File: src/sv/lpvd_pkg.sv
package lpvd_pkg;

	// input opcodes
	localparam logic [1:0] OPC_START = 2'd0;
	localparam logic [1:0] OPC_RUN   = 2'd1;
	localparam logic [1:0] OPC_BYTE  = 2'd2;
	localparam logic [1:0] OPC_BAD   = 2'd3;

	// run kinds
	localparam logic [1:0] RK_CONTENT  = 2'd0;
	localparam logic [1:0] RK_NULL     = 2'd1;
	localparam logic [1:0] RK_FCONTENT = 2'd2;
	localparam logic [1:0] RK_FNULL    = 2'd3;

	// result kinds
	localparam logic [1:0] RES_DATA   = 2'd0;
	localparam logic [1:0] RES_EMPTY  = 2'd1;
	localparam logic [1:0] RES_STATUS = 2'd2;

	// error codes
	localparam logic [1:0] ERR_NONE   = 2'd0;
	localparam logic [1:0] ERR_PREFIX = 2'd1;
	localparam logic [1:0] ERR_BODY   = 2'd2;
	localparam logic [1:0] ERR_UNEXP  = 2'd3;

	typedef struct packed {
		logic [1:0]  opcode;
		logic [31:0] page_size;
		logic [1:0]  run_kind;
		logic [15:0] run_count;
		logic [7:0]  page_byte;
	} lpvd_in_t;

	typedef struct packed {
		logic [1:0]  result_kind;
		logic [7:0]  value_byte;
		logic        value_first;
		logic        value_last;
		logic [15:0] empty_count;
		logic [1:0]  error_code;
	} lpvd_out_t;

	// classified command held in the queue between front and back
	typedef struct packed {
		logic [1:0]  opcode;
		logic [1:0]  run_kind;
		logic        run_empty;
		logic        run_null;
		logic        run_values;
		logic [15:0] run_count;
		logic [31:0] page_size;
		logic [7:0]  page_byte;
	} lpvd_cmd_t;

endpackage

File: src/sv/lpvd_front.sv
module lpvd_front import lpvd_pkg::*; #(
	parameter int RUN_COUNT_BITS = 16,
	parameter int PAGE_SIZE_BITS = 32
) (
	input  lpvd_in_t  in_data,
	output lpvd_cmd_t cmd
);

	localparam logic [15:0] RUN_MASK = (RUN_COUNT_BITS >= 16) ? 16'hFFFF :
		16'((32'd1 << RUN_COUNT_BITS) - 32'd1);
	localparam logic [31:0] PAGE_MASK = (PAGE_SIZE_BITS >= 32) ? 32'hFFFF_FFFF :
		32'((64'd1 << PAGE_SIZE_BITS) - 64'd1);

	logic [15:0] count_m;

	assign count_m = in_data.run_count & RUN_MASK;

	always_comb begin
		cmd = '0;
		cmd.opcode    = in_data.opcode;
		cmd.run_kind  = in_data.run_kind;
		cmd.run_count = count_m;
		cmd.page_size = in_data.page_size & PAGE_MASK;
		cmd.page_byte = in_data.page_byte;
		cmd.run_empty = (count_m == 16'd0);
		case (in_data.run_kind)
			RK_NULL: begin
				cmd.run_null = 1'b1;
			end
			RK_CONTENT, RK_FCONTENT: begin
				cmd.run_values = 1'b1;
			end
			default: begin
				cmd.run_null   = 1'b0;
				cmd.run_values = 1'b0;
			end
		endcase
	end

endmodule

File: src/sv/lpvd_queue.sv
module lpvd_queue import lpvd_pkg::*; (
	input  logic      clk,
	input  logic      arst_n,
	input  logic      push,
	input  lpvd_cmd_t push_data,
	output logic      full,
	input  logic      pop,
	output logic      not_empty,
	output lpvd_cmd_t head
);

	localparam int DEPTH = 2;
	localparam int PW    = $clog2(DEPTH);

	lpvd_cmd_t         mem_q [DEPTH];
	logic [PW-1:0]     wr_ptr_q;
	logic [PW-1:0]     rd_ptr_q;
	logic [PW:0]       count_q;
	logic              do_push;
	logic              do_pop;

	assign full      = (count_q == (PW+1)'(DEPTH));
	assign not_empty = (count_q != '0);
	assign head      = mem_q[rd_ptr_q];
	assign do_push   = push && !full;
	assign do_pop    = pop && not_empty;

	always_ff @(posedge clk) begin
		if (do_push) begin
			mem_q[wr_ptr_q] <= push_data;
		end
	end

	always_ff @(posedge clk or negedge arst_n) begin
		if (!arst_n) begin
			wr_ptr_q <= '0;
			rd_ptr_q <= '0;
			count_q  <= '0;
		end else begin
			if (do_push) begin
				wr_ptr_q <= wr_ptr_q + PW'(1);
			end
			if (do_pop) begin
				rd_ptr_q <= rd_ptr_q + PW'(1);
			end
			if (do_push && !do_pop) begin
				count_q <= count_q + (PW+1)'(1);
			end else if (do_pop && !do_push) begin
				count_q <= count_q - (PW+1)'(1);
			end
		end
	end

endmodule

File: src/sv/lpvd_back.sv
module lpvd_back import lpvd_pkg::*; #(
	parameter int RUN_COUNT_BITS = 16,
	parameter int PAGE_SIZE_BITS = 32
) (
	input  logic      clk,
	input  logic      arst_n,
	input  logic      cmd_valid,
	input  lpvd_cmd_t cmd,
	output logic      cmd_pop,
	output logic      out_valid,
	input  logic      out_stall,
	output lpvd_out_t out_data
);

	localparam logic [1:0] PH_IDLE   = 2'd0;
	localparam logic [1:0] PH_PREFIX = 2'd1;
	localparam logic [1:0] PH_BODY   = 2'd2;

	logic [PAGE_SIZE_BITS-1:0] bytes_q, bytes_n, bytes_dec;
	logic [1:0]                kind_q, kind_n;
	logic [RUN_COUNT_BITS-1:0] values_q, values_n, values_dec;
	logic [1:0]                phase_q, phase_n;
	logic [1:0]                seen_q, seen_n;
	logic [31:0]               acc_q, acc_n, acc_cat;
	logic [31:0]               payload_q, payload_n, payload_dec;
	logic                      err_q, err_n;

	logic      fire;
	logic      res_valid;
	lpvd_out_t res;
	logic      out_valid_q;
	lpvd_out_t out_q;

	logic      kept;
	logic      fin_end;
	logic      fin_trunc;
	logic      first;
	logic      last;

	assign fire    = cmd_valid && (!out_valid_q || !out_stall);
	assign cmd_pop = fire;

	assign bytes_dec   = bytes_q - PAGE_SIZE_BITS'(bytes_q != '0);
	assign values_dec  = values_q - RUN_COUNT_BITS'(values_q != '0);
	assign payload_dec = payload_q - 32'(payload_q != '0);
	assign acc_cat     = acc_q | (32'(cmd.page_byte) << {seen_q, 3'b000});
	assign kept        = (kind_q == RK_CONTENT);
	// end of a value: either the run is over or the next prefix does not fit in the page
	assign fin_end     = (values_dec == '0);
	assign fin_trunc   = !fin_end && (32'(bytes_dec) < 32'd4);
	assign first       = (payload_q == acc_q);
	assign last        = (payload_dec == '0);

	always_comb begin
		bytes_n   = bytes_q;
		kind_n    = kind_q;
		values_n  = values_q;
		phase_n   = phase_q;
		seen_n    = seen_q;
		acc_n     = acc_q;
		payload_n = payload_q;
		err_n     = err_q;
		res_valid = 1'b0;
		res       = '0;
		if (fire) begin
			if (cmd.opcode == OPC_START) begin
				bytes_n   = PAGE_SIZE_BITS'(cmd.page_size);
				kind_n    = RK_CONTENT;
				err_n     = 1'b0;
				phase_n   = PH_IDLE;
				values_n  = '0;
				seen_n    = '0;
				acc_n     = '0;
				payload_n = '0;
			end else if (!err_q) begin
				if (cmd.opcode == OPC_BAD || (cmd.opcode == OPC_RUN && phase_q != PH_IDLE) ||
						(cmd.opcode == OPC_BYTE && phase_q == PH_IDLE)) begin
					err_n           = 1'b1;
					phase_n         = PH_IDLE;
					values_n        = '0;
					seen_n          = '0;
					acc_n           = '0;
					payload_n       = '0;
					res_valid       = 1'b1;
					res.result_kind = RES_STATUS;
					res.error_code  = ERR_UNEXP;
				end else if (cmd.opcode == OPC_RUN) begin
					if (!cmd.run_empty) begin
						kind_n = cmd.run_kind;
						if (cmd.run_null) begin
							res_valid       = 1'b1;
							res.result_kind = RES_EMPTY;
							res.empty_count = cmd.run_count;
						end else if (cmd.run_values) begin
							values_n = RUN_COUNT_BITS'(cmd.run_count);
							phase_n  = PH_PREFIX;
							seen_n   = '0;
							acc_n    = '0;
							if (32'(bytes_q) < 32'd4) begin
								err_n           = 1'b1;
								phase_n         = PH_IDLE;
								values_n        = '0;
								payload_n       = '0;
								res_valid       = 1'b1;
								res.result_kind = RES_STATUS;
								res.error_code  = ERR_PREFIX;
							end
						end
					end
				end else begin
					bytes_n = bytes_dec;
					if (phase_q == PH_PREFIX) begin
						seen_n = seen_q + 2'd1;
						acc_n  = acc_cat;
						if (seen_q == 2'd3) begin
							if (acc_cat > 32'(bytes_dec)) begin
								err_n           = 1'b1;
								phase_n         = PH_IDLE;
								values_n        = '0;
								seen_n          = '0;
								acc_n           = '0;
								payload_n       = '0;
								res_valid       = 1'b1;
								res.result_kind = RES_STATUS;
								res.error_code  = ERR_BODY;
							end else if (acc_cat == '0) begin
								seen_n    = '0;
								acc_n     = '0;
								payload_n = '0;
								if (fin_end || fin_trunc) begin
									phase_n  = PH_IDLE;
									values_n = '0;
									err_n    = fin_trunc;
								end else begin
									phase_n  = PH_PREFIX;
									values_n = values_dec;
								end
								if (kept) begin
									res_valid       = 1'b1;
									res.result_kind = RES_EMPTY;
									res.empty_count = 16'd1;
									res.error_code  = fin_trunc ? ERR_PREFIX : ERR_NONE;
								end else if (fin_trunc) begin
									res_valid       = 1'b1;
									res.result_kind = RES_STATUS;
									res.error_code  = ERR_PREFIX;
								end
							end else begin
								phase_n   = PH_BODY;
								payload_n = acc_cat;
							end
						end
					end else begin
						payload_n = payload_dec;
						if (last) begin
							seen_n    = '0;
							acc_n     = '0;
							payload_n = '0;
							if (fin_end || fin_trunc) begin
								phase_n  = PH_IDLE;
								values_n = '0;
								err_n    = fin_trunc;
							end else begin
								phase_n  = PH_PREFIX;
								values_n = values_dec;
							end
						end
						if (kept) begin
							res_valid       = 1'b1;
							res.result_kind = RES_DATA;
							res.value_byte  = cmd.page_byte;
							res.value_first = first;
							res.value_last  = last;
							res.error_code  = (last && fin_trunc) ? ERR_PREFIX : ERR_NONE;
						end else if (last && fin_trunc) begin
							res_valid       = 1'b1;
							res.result_kind = RES_STATUS;
							res.error_code  = ERR_PREFIX;
						end
					end
				end
			end
		end
	end

	always_ff @(posedge clk or negedge arst_n) begin
		if (!arst_n) begin
			bytes_q     <= '0;
			kind_q      <= RK_CONTENT;
			values_q    <= '0;
			phase_q     <= PH_IDLE;
			seen_q      <= '0;
			acc_q       <= '0;
			payload_q   <= '0;
			err_q       <= 1'b0;
			out_valid_q <= 1'b0;
		end else begin
			bytes_q   <= bytes_n;
			kind_q    <= kind_n;
			values_q  <= values_n;
			phase_q   <= phase_n;
			seen_q    <= seen_n;
			acc_q     <= acc_n;
			payload_q <= payload_n;
			err_q     <= err_n;
			if (fire && res_valid) begin
				out_valid_q <= 1'b1;
			end else if (!out_stall) begin
				out_valid_q <= 1'b0;
			end
		end
	end

	always_ff @(posedge clk) begin
		if (fire && res_valid) begin
			out_q <= res;
		end
	end

	assign out_valid = out_valid_q;
	assign out_data  = out_q;

endmodule

File: src/sv/length_prefixed_value_deframer_unit.sv
// Streams a page of length-prefixed values (4-byte little-endian length, then the payload)
// under run commands, and emits kept payload bytes with first/last marks, empty-value counts
// for null runs and zero-length kept values, and sticky error codes. Every input beat, be it
// start page, run command or page byte, is taken by the back-end parser in its state update,
// so one beat per cycle is sustained while the output is not stalled. An accepted beat is
// registered in a two-entry command queue after the classifying front end and again in the
// registered output after the parser.
module length_prefixed_value_deframer_unit import lpvd_pkg::*; #(
	parameter int RUN_COUNT_BITS = 16,
	parameter int PAGE_SIZE_BITS = 32
) (
	input  logic      clk,
	input  logic      arst_n,
	input  logic      in_valid,
	output logic      in_stall,
	input  lpvd_in_t  in_data,
	output logic      out_valid,
	input  logic      out_stall,
	output lpvd_out_t out_data
);

	lpvd_cmd_t cmd_in;
	lpvd_cmd_t cmd_head;
	logic      q_full;
	logic      q_not_empty;
	logic      q_pop;

	assign in_stall = q_full;

	lpvd_front #(
		.RUN_COUNT_BITS(RUN_COUNT_BITS),
		.PAGE_SIZE_BITS(PAGE_SIZE_BITS)
	) u_front (
		.in_data(in_data),
		.cmd    (cmd_in)
	);

	lpvd_queue u_queue (
		.clk      (clk),
		.arst_n   (arst_n),
		.push     (in_valid),
		.push_data(cmd_in),
		.full     (q_full),
		.pop      (q_pop),
		.not_empty(q_not_empty),
		.head     (cmd_head)
	);

	lpvd_back #(
		.RUN_COUNT_BITS(RUN_COUNT_BITS),
		.PAGE_SIZE_BITS(PAGE_SIZE_BITS)
	) u_back (
		.clk      (clk),
		.arst_n   (arst_n),
		.cmd_valid(q_not_empty),
		.cmd      (cmd_head),
		.cmd_pop  (q_pop),
		.out_valid(out_valid),
		.out_stall(out_stall),
		.out_data (out_data)
	);

endmodule
File: config.mk
export PLATFORM = sky130hd
export DESIGN_NAME = length_prefixed_value_deframer_unit
export DESIGN_NICKNAME = d
export VERILOG_FILES = /design/src/sv/lpvd_pkg.sv /design/src/sv/lpvd_front.sv /design/src/sv/lpvd_queue.sv /design/src/sv/lpvd_back.sv /design/src/sv/length_prefixed_value_deframer_unit.sv
export SDC_FILE = /design/constraint.sdc
export NUM_CORES = 1
export LEC_CHECK = 0
export ABC_AREA = 1
export BUFFER_PORTS_ARGS = -buffer_cell sky130_fd_sc_hd__buf_2
export CAP_MARGIN = 20
export CORE_ASPECT_RATIO = 0.75
export CORE_MARGIN = 8
export CORE_UTILIZATION = 50
export CTS_CLUSTER_DIAMETER = 200
export DETAILED_ROUTE_END_ITERATION = 16
export PLACE_DENSITY = 0.75
export SLEW_MARGIN = 20
export SYNTH_ARGS = -nofsm -noshare
export SYNTH_HDL_FRONTEND = slang
export SYNTH_SLANG_ARGS = --single-unit
File: constraint.sdc
create_clock -name clk -period 5.44 [get_ports clk]
set_clock_uncertainty 0.1 [all_clocks]
set_input_delay 0.816 -clock clk [delete_from_list [all_inputs] [get_ports clk]]
set_output_delay 0.816 -clock clk [all_outputs]
set_load 0.02 [all_outputs]
[Word level (Yosys, flattened, before mapping)]
Memory sizes are Yosys's and may differ from the RTL's.
Cells that the tools add are included.
Word-level totals
  input port bits: 64
  bits in writable memories: 126
  memories kept: 1
  output and inout port bits: 32
  word-level logic and storage cells: 240
  flip-flop bits (word level): 154
Memory list
  u_queue.mem_q: depth 2, width 63, read ports 1, clocked after memory_dff 0, write ports 1, RTL line lpvd_queue.sv:15  | lpvd_cmd_t mem_q [DEPTH];
Cells by class
  $add $sub $neg: 8
  reduce and logical (&&, ||, !) cells: 46
  $lt $le $gt $ge: 3
  bitwise operators: 3
  shifts and indexed selects: 1
  equality and inequality tests: 20
  mux-type cells: 139
Operators with widths (number)
  32-bit two-way mux: 27
  16-bit two-way mux: 17
  2-bit two-way mux: 50
  18-bit two-way mux: 4
  32-bit logical NOT: 2
  32-bit by 3-bit < comparator with 1-bit output, second input constant: 2
  32-bit nonzero test: 2
  32-bit by 1-bit subtractor with 32-bit output: 2
  1-bit two-way mux: 41
  32-bit == test: 1
  32-bit greater-than comparator: 1
  16-bit logical NOT: 2
  32-bit bitwise OR: 1
  8-bit by 5-bit left shift with 32-bit output: 1
  16-bit nonzero test: 1
  16-bit by 1-bit subtractor with 16-bit output: 1
  7-bit AND reduction: 2
  4-bit by 3-bit inequality test with 1-bit output, second input constant: 3
  2-bit == test, second input constant: 5
  1-bit logical AND: 10
  2-bit logical NOT: 4
  8-bit AND reduction: 1
  2-bit nonzero test: 4
  7-bit OR reduction: 1
  19 further kinds: 35

[Logic depth before layout (Yosys ltp)]
  depth after elaboration: 18
  mapped depth: 33

[Hierarchy]
A second synthesis with hierarchy kept.
Unflattened totals
  cells, all modules: 2105
  area, all modules: 16773.6 um^2
By module, submodules not included
  lpvd_back: sequential area each 3903.7 um^2, cells each 1656, area each 11373.4 um^2, instances 1
  lpvd_queue: sequential area each 3883.7 um^2, cells each 360, area each 4838.4 um^2, instances 1
  lpvd_front: sequential area each 0.0 um^2, cells each 89, area each 561.8 um^2, instances 1

[Worst setup path before layout]
No wires, ideal clock.
  path type: reg-to-reg
  start point: reg u_back.bytes_q[9]
  end point: reg u_back.out_q (netlist bit u_back.out_data[0]), enable pin
  required time: 4955 ps
  path slack: 886 ps
  cell stages (with the launch flop): 30
  path buffers: 0
  library setup time: 385 ps
  arrival: 4069 ps
  cell sequence: dfrtp_1 -> nor2_1 -> nand2_1 -> nor2_2 -> nand3_1 -> nor2_1 -> nand3_1 -> ha_1 -> nand2_1 -> nor2_2 -> nand2_1 -> xor2_1 -> inv_1 -> ha_1 -> nand2_1 -> inv_1 -> nand3_1 -> nor2_1 -> nand2_1 -> nand2_1 -> nand2_1 -> nand2_1 -> nand2_1 -> nor2_1 -> nor2_1 -> nand2_1 -> nand2_1 -> nand2_1 -> nand2_1 -> inv_1
On the way
  word-level cells in the longest chain between the ends: 16
  elaborated cells on any way between the ends: 25
  classes of those cells: 1 x add/sub; 3 x order compare; 17 x mux; 4 x reduce/logical
RTL lines
  from (decl): RTL line lpvd_back.sv:19  | logic [PAGE_SIZE_BITS-1:0] bytes_q, bytes_n, bytes_dec;
  from (signal assigned): RTL line lpvd_back.sv:198  | bytes_q <= bytes_n;
  32-bit nonzero test: RTL line lpvd_back.sv:43  | assign bytes_dec = bytes_q - PAGE_SIZE_BITS'(bytes_q != '0);
  32-bit by 1-bit subtractor with 32-bit output: RTL line lpvd_back.sv:43
  32-bit by 3-bit < comparator with 1-bit output: RTL line lpvd_back.sv:50  | assign fin_trunc = !fin_end && (32'(bytes_dec) < 32'd4);
  1-bit logical AND: RTL line lpvd_back.sv:50
  1-bit two-way mux: RTL line lpvd_back.sv:143  | end else if (fin_trunc) begin
  1-bit two-way mux: RTL line lpvd_back.sv:138  | if (kept) begin
  1-bit two-way mux: RTL line lpvd_back.sv:126  | end else if (acc_cat == '0) begin
  1-bit two-way mux: RTL line lpvd_back.sv:116  | if (acc_cat > 32'(bytes_dec)) begin
  1-bit two-way mux: RTL line lpvd_back.sv:115  | if (seen_q == 2'd3) begin
  1-bit two-way mux: RTL line lpvd_back.sv:112  | if (phase_q == PH_PREFIX) begin
  1-bit two-way mux (*): RTL line lpvd_back.sv:87  | end else if (cmd.opcode == OPC_RUN) begin
  1-bit two-way mux (*): RTL line lpvd_back.sv:76  | if (cmd.opcode == OPC_BAD || (cmd.opcode == OPC_RUN && phase_q != PH_IDLE) ||
  1-bit two-way mux (*): RTL line lpvd_back.sv:75  | end else if (!err_q) begin
  1-bit two-way mux (*): RTL line lpvd_back.sv:66  | if (cmd.opcode == OPC_START) begin
  1-bit two-way mux (*): RTL line lpvd_back.sv:65  | if (fire) begin
  1-bit logical AND (*): RTL line lpvd_back.sv:215  | if (fire && res_valid) begin
  to (signal assigned): RTL line lpvd_back.sv:216  | out_q <= res;
  to (decl): RTL line lpvd_back.sv:32  | lpvd_out_t out_q;
Mark *: on every way between the ends. The rest lies on a longest branch, timed or not.
A chain may end at the register's enable or synchronous reset.

[Final worst setup path]
  start point: reg u_back.bytes_q[17]
  end point: reg u_back.acc_q[19]
On the way
  word-level cells in the longest chain between the ends: 10
RTL lines
  32-bit nonzero test: RTL line lpvd_back.sv:43
  32-bit by 1-bit subtractor with 32-bit output (*): RTL line lpvd_back.sv:43
  32-bit greater-than comparator (*): RTL line lpvd_back.sv:116
  32-bit two-way mux (*): RTL line lpvd_back.sv:116
  32-bit two-way mux (*): RTL line lpvd_back.sv:115
  32-bit two-way mux (*): RTL line lpvd_back.sv:112
  32-bit two-way mux (*): RTL line lpvd_back.sv:87
  32-bit two-way mux (*): RTL line lpvd_back.sv:76
  32-bit two-way mux (*): RTL line lpvd_back.sv:75
  32-bit two-way mux (*): RTL line lpvd_back.sv:66
  to (signal assigned): RTL line lpvd_back.sv:203  | acc_q <= acc_n;
  to (decl): RTL line lpvd_back.sv:24  | logic [31:0] acc_q, acc_n, acc_cat;
Mark *: on every way between the ends. The rest lies on a longest branch, timed or not. The select of a mux whose other input is x is not followed.

==> results.tsv <==
metric	value	unit
n_antenna_cell	0	
hpwl	35700	um
yosysSeqAreaShare	49.4	%
synth_top_area_share	29.7	%
dp.cells	2334	
clk_latency	0.58	ns
clkSinkCount	280	
finalCriticalPeriod	4.99	ns
final_core_util	56.7	%
worstPathMaxFanout	23	
setup_slack	0.449	ns
drcViolationCount	0	
finalWirelength	47200	um
final_antenna_net_count	0	
routedWlPerCell	19.8	um
power_density	725	nW/um^2
syn_nets	1972	
ff_latch_area	7790	um^2
yosysUniqueCellTypes	60	
min_period_over_period	91.7	%
rrSetupSlack	0.45	ns
outcome	finished clean	
pre_cts_ws	0.411	ns
die_width	221	um
maxSlewViolCount	0	
slew-limit-headroom	33.8	%
vdd_ir_drop_max	0.000375	V
clockBufferDepth	3	
layout-drive-gt1-share	11.0	%
layout.cells.non_filler	2388	
num_io_pins	96	
reg2regPathDepth	26	
syn_inst	1868	
hold_viol_final	0	
numPortBuffers	95	
cts_made_buffers	29	
ys.flop_type	edfxtp_1	
crit_path_start_kind	flip-flop	
fin_area	17700	um^2
grt_max_degree	48	
critPathRequiredTime	5.84	ns
n_fill_cell	2787	
initial_core_util	50.6	%
finalNetCount	2063	
critPathKind	reg2reg	
synth-seq-cells	280	
synth_top_area_cell	edfxtp_1	
end_kind	flip-flop	
tns	0	ns
antenna_found_initial	0	
tightest_slew	0.991	ns
htree_levels	1	
cap_violations	0	
cp.arrival	5.39	ns
tritoncts	done	
r2r_end	u_back.acc_q[19]	
whs	0.144	ns
path_common_cell	nand2_1	
track_usage	24.5	%
routed-via-count	13800	
yosysMostFrequentCell	nand2_1	
viasPerCell	5.77	
setup_viol	0	
power	12.8	mW
critical-path-max-stage-delay	0.42	ns
min_path_type	in2async	
synth_area_per_cell	8.44	um^2
place_congestion	1.01	
row_count	56	
rsz0062_at_grt	false	
hold_buffers	0	
grt_pass1_vias	13100	
p_leak	7.88	nW
core_area	31200	um^2
synth_edf_count	156	
synth_commonest_cells	408 x nand2_1, 273 x nor2_1, 183 x inv_1	
netlist_area	15800	um^2
multi_input_area	7010	um^2
post_dp_cell_area	16700	um^2
fmax	0.200	GHz
synthToLayoutAreaGrowth	12.1	%
die_height	170	um
drtPass1Iterations	6	
cp_slowest_cell	dfrtp_1	
grt_pass1_wl	73900	um
dieArea	37500	um^2
drt-initial-drc-count	1593	
yosys_warnings	0	
synth_area_leaders	edfxtp_1 30%, dfrtp_1 20%, nand2_1 9.7%	
clk_pin_slew	0.07	ns
async_reset_ff_share	44.3	%
clockRootBuffer	clkbuf_16	
overflow	0	
r2r_start	u_back.bytes_q[17]	
-- worst max-delay path: cells and delay by family (launching register included) --
family	cells	cell delay [ns]
simple gates	19	3.06
compound gates	2	0.29
fa+ha+maj	2	0.55
buf+inv	3	0.45
flops	1	0.42
-- timing repair --
item | 4_1_cts | 5_1_grt
gates resized for setup | 0 | 4
hold endpoints to repair | 0 | 0
endpoints found under the setup margin | 0 | 63
buffers inserted | 0 | 0
-- how the worst max path moves through the flow --
| stage | from | end | slack, ns | cells past startpoint |
|---|---|---|---|---|
| global placement | u_back.bytes_q[17] | u_back.out_data[0] | 0.62 | 30 |
| detailed placement | u_back.bytes_q[17] | u_back.out_data[0] | 0.41 | 30 |
| floorplan | u_back.bytes_q[9] | u_back.out_data[0] | 0.89 | 29 |
| CTS | u_back.bytes_q[17] | u_back.out_data[8] | 0.40 | 30 |
| global route | u_back.bytes_q[17] | u_back.out_data[9] | 0.03 | 30 |
| finish | u_back.bytes_q[17] | u_back.acc_q[19] | 0.45 | 26 |
-- flip-flops by register name (all words and copies together) (netlist names) --
name / cells
u_queue.mem_q: 126
u_back.acc_q: 32
u_back.bytes_q: 32
u_back.payload_q: 32
u_back.out_data: 30
u_back.values_q: 16
u_back.kind_q: 2
u_back.phase_q: 2
u_back.seen_q: 2
u_queue.count_q: 2
u_back.err_q: 1
u_back.out_valid: 1
u_queue.rd_ptr_q: 1
u_queue.wr_ptr_q: 1
-- where the power goes --
part	total (mW)	switching (mW)	internal, mW
combinational	7.33	5.10	2.24
clock	2.04	0.845	1.19
sequential	3.44	0.499	2.94
total	12.8	6.44	6.38
-- per-layer routing --
metal | vias to the layer above | routed length [um] | global-route usage [%]
met5 | - | 0 | 0
met4 | 0 | 884 | 4.52
met3 | 79 | 5460 | 7.06
met2 | 721 | 20000 | 36.8
met1 | 6510 | 20800 | 35.2
li1 | 6462 | - | -
-- cell type report --
class	count	area share, %
sequential	280	44.1
clock buffer	42	4.67
inverter	197	4.21
clock inverter	12	0.835
timing repair buffer	117	3.71
tap	406	2.87
multi-input combinational	1334	39.6
-- logic make-up (layout without fill, tap and decap cells) --
family | count (synthesis) | after routing | synth area share, %
adders and majority gates | 40 | 40 | 3.18
xor gates and xnor gates | 68 | 68 | 3.87
and+or+nand+nor | 922 | 922 | 25.2
muxes | 16 | 16 | 1.02
AOI/OAI and AO/OA | 288 | 288 | 11.0
DFF | 280 | 280 | 49.4
buffers and inverters | 254 | 368 | 6.36
-- cells in the final DEF, fill, tap and decap left out, types with 4 or more instances in the layout --
| cell type | n |
|---|---|
| dfrtp_1 | 123 |
| nand2_1 | 408 |
| o21a_1 | 33 |
| a31oi_1 | 15 |
| nor2_2 | 15 |
| xor2_1 | 35 |
| a32o_1 | 4 |
| inv_1 | 182 |
| buf_4 | 22 |
| nor3_1 | 10 |
| nor2_4 | 9 |
| o21ai_1 | 14 |
| o211ai_1 | 7 |
| clkbuf_1 | 8 |
| nand4_1 | 38 |
| clkinv_1 | 8 |
| edfxtp_1 | 156 |
| clkbuf_16 | 29 |
| ha_1 | 40 |
| xnor2_1 | 30 |
| o31ai_1 | 8 |
| o21ai_0 | 98 |
| nor2_1 | 267 |
| inv_2 | 10 |
| nand2_2 | 6 |
| o22ai_1 | 11 |
| nor4_1 | 10 |
| buf_2 | 94 |
| mux2i_1 | 16 |
| a21oi_1 | 71 |
| clkbuf_8 | 5 |
| nand3_1 | 138 |
| a22o_1 | 4 |
| o32ai_1 | 9 |
No activity file was read; power rests on OpenSTA's default activity.
